### src/rtl/qau_sat.sv
// Signed saturation of a wide value to a narrower two's complement range.
// Stand-alone combinational block, no package needed.
module qau_sat #(
  parameter int IN_W  = 35,
  parameter int OUT_W = 16
) (
  input  logic signed [IN_W-1:0]  d,
  output logic signed [OUT_W-1:0] q,
  output logic                    clip
);

  localparam logic signed [IN_W-1:0] HI =
    signed'((IN_W'(1) << (OUT_W - 1)) - IN_W'(1));
  localparam logic signed [IN_W-1:0] LO = ~HI;

  always_comb begin
    clip = 1'b0;
    q    = d[OUT_W-1:0];
    if (d > HI) begin
      clip = 1'b1;
      q    = HI[OUT_W-1:0];
    end else if (d < LO) begin
      clip = 1'b1;
      q    = LO[OUT_W-1:0];
    end
  end

endmodule

### config.mk
export PLATFORM = sky130hd
export DESIGN_NAME = qau_sat
export DESIGN_NICKNAME = d
export VERILOG_FILES = /design/src/rtl/qau_sat.sv
export SDC_FILE = /design/constraint.sdc
export NUM_CORES = 1
export LEC_CHECK = 0
export BUFFER_PORTS_ARGS = -buffer_cell sky130_fd_sc_hd__buf_4
export CORE_AREA = 2 2 39 41
export DETAILED_ROUTE_END_ITERATION = 8
export DIE_AREA = 0 0 41 43
export SLEW_MARGIN = 20
export SYNTH_ARGS = -nofsm -noshare
export SYNTH_HDL_FRONTEND = slang
export SYNTH_SLANG_ARGS = --single-unit
### constraint.sdc
create_clock -name vclk -period 3.8
set_clock_uncertainty 0.15 [all_clocks]
set_input_delay 0.57 -clock vclk [all_inputs]
set_output_delay 0.57 -clock vclk [all_outputs]
set_load 0.02 [all_outputs]
==> results.yml, run 1 <==
status:
  status: "complete, no violations"
cells_and_area:
  fin_util_pct: 46.38
  nClkBuffers: 0
  seq_cell_count: 0
  nNetsFinal: 119
  regArea_sq_um: 0
  area_delta_synth_final_pct: 163.1
  fillers: 136
  drive_gt1_share_pct: 73.17
  num_antenna_cells: 0
synth:
  synth_cell_types: 13
  synthSimpleGateAreaFrac_pct: 34.36
  yosysWarningCount: 0
  synth_top_area_cell: "a21o_1"
  synth_compound_area_share_pct: 57.95
  netlist_top_cells_area: "a21o_1, a21o_2, nand4_1"
  syn-num-nets: 68
  synth-adder-area-share_pct: 0
  synth_mux_area_share_pct: 0
  syn_area_per_cell_sq_um: 7.393
  synth_top_family_by_area: "compound AO/OA/AOI/OAI gates"
  syn_inst: 33
  syn-cell-area_sq_um: 244.0
  synth_top_area_share_pct: 30.77
  synth_xor_area_share_pct: 0
  seq_area_frac_synth_pct: 0
sta:
  hold_viol_final: 0
  grt_setup_unrepaired: "no"
  period_minus_slack_ps: 2682
  setup_viol: 0
  slew_viol_final: 0
  post-route-period-util_pct: 70.57
  worst_slew_pin_slew_ps: 694.9
  maxSlewHeadroom_pct: 53.52
  max_freq_ghz: 0.3729
  setup-tns-final_ps: 0
detailed_routing:
  vias_per_cell: 4.908
  drtAntennaViolNets: 0
  wl_microns: 1025
  wire_per_inst_microns: 10.46
  drc: 0
  vias: 481
  drtIter0Drc: 5
  first_pass_iters: 4
setup_path:
  critPathLaunchType: "primary input"
  cp_max_fo: 16
  critPathArrivalTime_ps: 1960
  critical_path_class: "primary input to output pin"
  crit_path_end_kind: "output pin"
  critical_path_required_ps: 3080
hold_path:
  worstHoldPathType: "primary input to output pin"
floorplan:
  core.rowCount: 14
  io-pin-count: 52
  chipWidth_microns: 41
  die_h_microns: 43
  coreArea_sq_um: 1384
  initial_core_util_pct: 17.63
  die-area_sq_um: 1763
placement:
  place_congestion: 0.5750
  io_buffers: 52
pwr:
  peakVddDrop_v: 0.00004266
  p_leak_nw: 0.3528
  powerDensity_nw_per_um2: 125.3
clock_network:
  cts_hold_buf: 0
  postCtsSetupRepairBufs: 0
  ctsResizeCount: 0
grt:
  overflow: 0
  grt_usage_pct: 10.09
  grt_max_degree: 17
  grt_pass1_vias: 373
  grt_first_pass_wirelength_microns: 1352
  antenna_found_initial: 0
run:
  drv_cap: 0
## Yosys cell counts
library cell and number:
a21o_1 10, nand2b_1 1, nand4_1 4, buf_6 1
o21ai_4 1, nor4_1 4, a31oi_1 1, or4_4 1
a21o_2 5, nor3_1 1, nand3_1 1, and3_1 1
clkbuf_1 2
## worst max-delay path, stage by stage
cell     delay [ps]
buf_4            80
nand4_1          80
or4_4           550
o21ai_4         350
a21o_2          190
buf_4           130
## cell type report
| cell class | instances | area [sq um] | area share [%] |
|---|---|---|---|
| repair buffers | 52 | 390.4 | 60.82 |
| multi-input cells | 30 | 231.5 | 36.06 |
| well taps | 16 | 20.02 | 3.119 |
## where the power goes
part           internal [mW]  switching, mW
Sequential                 0              0
Clock                      0              0
Combinational         0.0456         0.0348
## metal layers
metal | part of all wire [%] | wire length, microns | up-vias | global-route usage (%)
li1 | - | - | 234 | -
met1 | 32 | 325 | 203 | 10.76
met2 | 41 | 420 | 44 | 19.06
met3 | 27 | 278 | 0 | 3.141
met4 | 0 | 0 | 0 | 0
met5 | 0 | 0 | - | 0
## placed cells by master (no fill, tap or decap), drive strengths merged
cell | synthesis | layout
buf | 1 | 52
a21o | 15 | 15
nand4 | 4 | 4
nor4 | 4 | 4
nand3 | 1 | 1
or4 | 1 | 1
o21ai | 1 | 1
nor3 | 1 | 1
and3 | 1 | 1
a31oi | 1 | 1
nand2b | 1 | 1
## path summary, 6_finish.rpt
check             slack, ps  endpoint  startpoint  cells past startpoint
setup / recovery       1120      q[3]       d[16]                      6
hold / removal         1240     q[15]       d[34]                      2
## cell families after synthesis
family	Yosys count
buffers and inverters	3
AOI/OAI and AO/OA	17
and+or+nand+nor	13
## stage by stage
stage          hold WS (ps)  instance area [sq um]  power (mW)  instances  setup WS, ps
2_1_floorplan          1134                  244.0     0.03313         33          1333
3_3_place_gp           1234                  635.6     0.08052         98         977.2
3_5_place_dp           1240                  641.9     0.08099         98          1117
4_1_cts                1242                  641.9     0.08118         98          1111
5_1_grt                1254                  641.9     0.08676         98          1043
6_report               1238                  641.9     0.08041         98          1118
(Power assumes the default switching activity.)
==> run 2: changes to the inputs <==
==> constraint.sdc (replaced) <==
create_clock -name vclk -period 2.55
set_clock_uncertainty 0.15 [all_clocks]
set_input_delay 0.3825 -clock vclk [all_inputs]
set_output_delay 0.3825 -clock vclk [all_outputs]
set_load 0.02 [all_outputs]
==> run 2 against run 1 <==
Combinational power grew 50%. Setup slack lost 880 ps. Die area is the same. Critical path type unchanged. Non-clock buffer count grew 1. Largest cell class unchanged. Cell count grew 1.0%. Routed wire length grew 9.9%. Global-route usage grew 2.0 points. Sequential cell count is the same. Count of clock-buffer cells in the layout is the same. Worst hold slack lost 380 ps. Critical endpoint unchanged.
==> results.yml, run 2 (synthesis gave the netlist of run 1 again) <==
cells_and_area:
  fin_cells: 99
  seq_cell_count: 0
  multi_input_area_sq_um: 225.2
  layout_commonest_cell: "buf_4"
  area_delta_synth_final_pct: 163.6
  fillers: 155
  drive_gt1_share_pct: 72.29
  nClkBuffers: 0
  regArea_sq_um: 0
  layout_common_cells: "buf_4, a21o_1, a21o_2"
  design_area_sq_um: 643.1
  num_antenna_cells: 0
  nNetsFinal: 120
setup_path:
  critical_path_required_ps: 2020
  critPathLaunchType: "primary input"
  cp_max_fo: 16
  crit_path_end_kind: "output pin"
  critPathArrivalTime_ps: 1780
  critical_path_class: "primary input to output pin"
sta:
  slew_viol_final: 0
  post-route-period-util_pct: 90.60
  setup-tns-final_ps: 0
  max_freq_ghz: 0.4328
  period_minus_slack_ps: 2310
  setup_viol: 0
  grt_setup_unrepaired: "no"
  maxSlewHeadroom_pct: 74.03
  hold_viol_final: 0
  worst_slew_pin_slew_ps: 388.1
detailed_routing:
  first_pass_iters: 2
  wire_per_inst_microns: 11.37
  drtAntennaViolNets: 0
  vias_per_cell: 5.091
  drc: 0
  vias: 504
  drtIter0Drc: 1
  wl_microns: 1126
floorplan:
  die_h_microns: 43
  io-pin-count: 52
  core.rowCount: 14
  chipWidth_microns: 41
  die-area_sq_um: 1763
  initial_core_util_pct: 17.63
  coreArea_sq_um: 1384
grt:
  grt_usage_pct: 12.09
  grt_max_degree: 17
  overflow: 0
  grt_first_pass_wirelength_microns: 1600
  antenna_found_initial: 0
  grt_pass1_vias: 414
placement:
  io_buffers: 52
  placed_cell_area_sq_um: 643.1
  place_congestion: 0.5910
  dp_cells: 99
hold_path:
  min_path_cells: 2
  worstHoldPathType: "primary input to output pin"
clock_network:
  postCtsSetupRepairBufs: 0
  ctsResizeCount: 0
  cts_hold_buf: 0
pwr:
  powerDensity_nw_per_um2: 188.6
  p_leak_nw: 0.3571
  peakVddDrop_v: 0.00006952
status:
  status: "complete, no violations"
run:
  drv_cap: 0
-- run 2: cell count changes in the layout (fill, tap and decap cells not counted), sizes merged --
cell  previous run  this run
buf             52        53
-- run 2: stage by stage --
| step | hold slack [ps] | power, mW | util, % | setup slack, ps |
|---|---|---|---|---|
| 6_report | 859.9 | 0.1213 | 46.47 | 239.7 |
| 4_1_cts | 862.9 | 0.1226 | 46.47 | 225.6 |
| 5_1_grt | 868.6 | 0.1314 | 46.47 | 153.0 |
| 3_5_place_dp | 862.1 | 0.1223 | 46.47 | 232.0 |
| 3_3_place_gp | 863.0 | 0.1211 | 46.47 | 239.0 |
| 2_1_floorplan | 758.7 | 0.04938 | - | 458.0 |
-- run 2: area by class of cell --
| cell class | count | area share, % |
|---|---|---|
| repair buffers | 53 | 61.87 |
| well taps | 16 | 3.113 |
| multi-input cells | 30 | 35.02 |
-- run 2: where the power goes --
group          internal (mW)  switching (mW)
combinational         0.0686          0.0527
sequential                 0               0
clock                      0               0
total                 0.0686          0.0527
-- run 2: worst max-delay path, stage by stage --
cell and delay (ps):
buf_4 80, nand4_1 100, or4_4 530, o21ai_4 350, a21o_2 200, buf_4 130
-- run 2: final timing paths --
kind | start | endpoint | slack, ps
worst min-delay path | d[34] | q[15] | 860
worst max-delay path | d[20] | q[3] | 240
-- run 2: layer usage --
layer | part of all wire, % | track usage, % | vias to the layer above
met2 | 44 | 22.81 | 46
met5 | 0 | 0 | -
met4 | 0 | 0 | 0
met1 | 32 | 13.61 | 222
li1 | - | - | 236
met3 | 24 | 2.618 | 0
==> run 3: changes to the inputs <==
--- a/config.mk
+++ b/config.mk
@@ -9,6 +9,7 @@
 export CORE_AREA = 2 2 39 41
 export DETAILED_ROUTE_END_ITERATION = 8
 export DIE_AREA = 0 0 41 43
+export PLACE_DENSITY = 0.69
 export SLEW_MARGIN = 20
 export SYNTH_ARGS = -nofsm -noshare
 export SYNTH_HDL_FRONTEND = slang
==> run 3 against run 2 <==
Via count fell by 6.9%. Final area did not move. Sequential cell count did not move. Utilization did not move. Setup slack got worse by 1.8 ps. Critical path depth did not move. Fmax barely moved. Non-clock buffer count did not move. Routed wire length fell by 9.1%. Combinational power barely moved. Critical path type unchanged. Critical endpoint is now q[1].
==> results.yml, run 3 (synthesis gave the netlist of run 1 again) <==
status:
  status: "complete, no violations"
sta:
  post-route-period-util_pct: 90.67
  setup-tns-final_ps: 0
  slew_viol_final: 0
  worst_slew_pin_slew_ps: 484.8
  period_minus_slack_ps: 2312
  grt_setup_unrepaired: "no"
  layout_setup_ws_ps: 237.9
  max_freq_ghz: 0.4325
  setup_viol: 0
  maxSlewHeadroom_pct: 67.53
  hold_viol_final: 0
placement:
  io_buffers: 52
  place_congestion: 0.6089
  dp_slack_ps: 227.7
cells_and_area:
  layout_commonest_cell: "buf_4"
  nNetsFinal: 120
  seq_cell_count: 0
  regArea_sq_um: 0
  nClkBuffers: 0
  fin_util_pct: 46.47
  layout_common_cells: "buf_4, a21o_1, a21o_2"
  drive_gt1_share_pct: 72.29
  fillers: 151
  num_antenna_cells: 0
  area_delta_synth_final_pct: 163.6
setup_path:
  critical_path_class: "primary input to output pin"
  critical_path_required_ps: 2020
  critPathArrivalTime_ps: 1780
  cp_max_fo: 16
  crit_path_end_kind: "output pin"
  critPathLaunchType: "primary input"
pwr:
  powerDensity_nw_per_um2: 187.4
  p_leak_nw: 0.3571
  peakVddDrop_v: 0.00005541
clock_network:
  cts_hold_buf: 0
  postCtsSetupRepairBufs: 0
  ctsResizeCount: 0
run:
  drv_cap: 0
grt:
  antenna_found_initial: 0
  grt_max_degree: 17
  grt_first_pass_wirelength_microns: 1469
  grt_usage_pct: 10.79
  overflow: 0
  grt_pass1_vias: 368
detailed_routing:
  wl_microns: 1023
  vias_per_cell: 4.737
  drtAntennaViolNets: 0
  drc: 0
  drtIter0Drc: 2
  first_pass_iters: 4
  vias: 469
  wire_per_inst_microns: 10.33
floorplan:
  chipWidth_microns: 41
  io-pin-count: 52
  core.rowCount: 14
  die-area_sq_um: 1763
  initial_core_util_pct: 17.63
  coreArea_sq_um: 1384
  die_h_microns: 43
hold_path:
  worstHoldPathType: "primary input to output pin"
## run 3: power by group
group	switching (mW)	leakage [nW]	internal [mW]
Combinational	0.0520	0.357	0.0685
Clock	0	0	0
Sequential	0	0	0
## run 3: metal layers
metal	routed length, microns	part of all wire [%]	global-route usage [%]	up-vias
met5	0	0	0	-
met4	0	0	0	0
met3	200	20	2.094	0
met2	470	46	19.69	33
met1	352	34	12.97	200
li1	-	-	-	236
## run 3: path summary, 6_finish.rpt
kind | from | to | slack, ps | cells after the start
setup / recovery | d[16] | q[1] | 240 | 6
hold / removal | d[34] | q[15] | 860 | 2
## run 3: layout make-up
cell class	instances	area, sq um	share of cell area (%)
Tap cell	16	20.02	3.113
Timing Repair Buffer	53	397.9	61.87
Multi-Input combinational cell	30	225.2	35.02
## run 3: through the flow
stage | instances | hold slack, ps | area, sq um | power (mW)
finish | 99 | 858.8 | 643.1 | 0.1205
global route | 99 | 874.1 | 643.1 | 0.1300
CTS | 99 | 861.0 | 643.1 | 0.1217
detailed placement | 99 | 860.8 | 643.1 | 0.1215
global placement | 99 | 859.6 | 643.1 | 0.1204
floorplan | 33 | 758.7 | 244.0 | 0.04938
## run 3: critical path, cell delays in order
cell	delay, ps
buf_4	80
nand4_1	100
or4_4	550
o21ai_4	340
a21o_2	190
buf_4	130
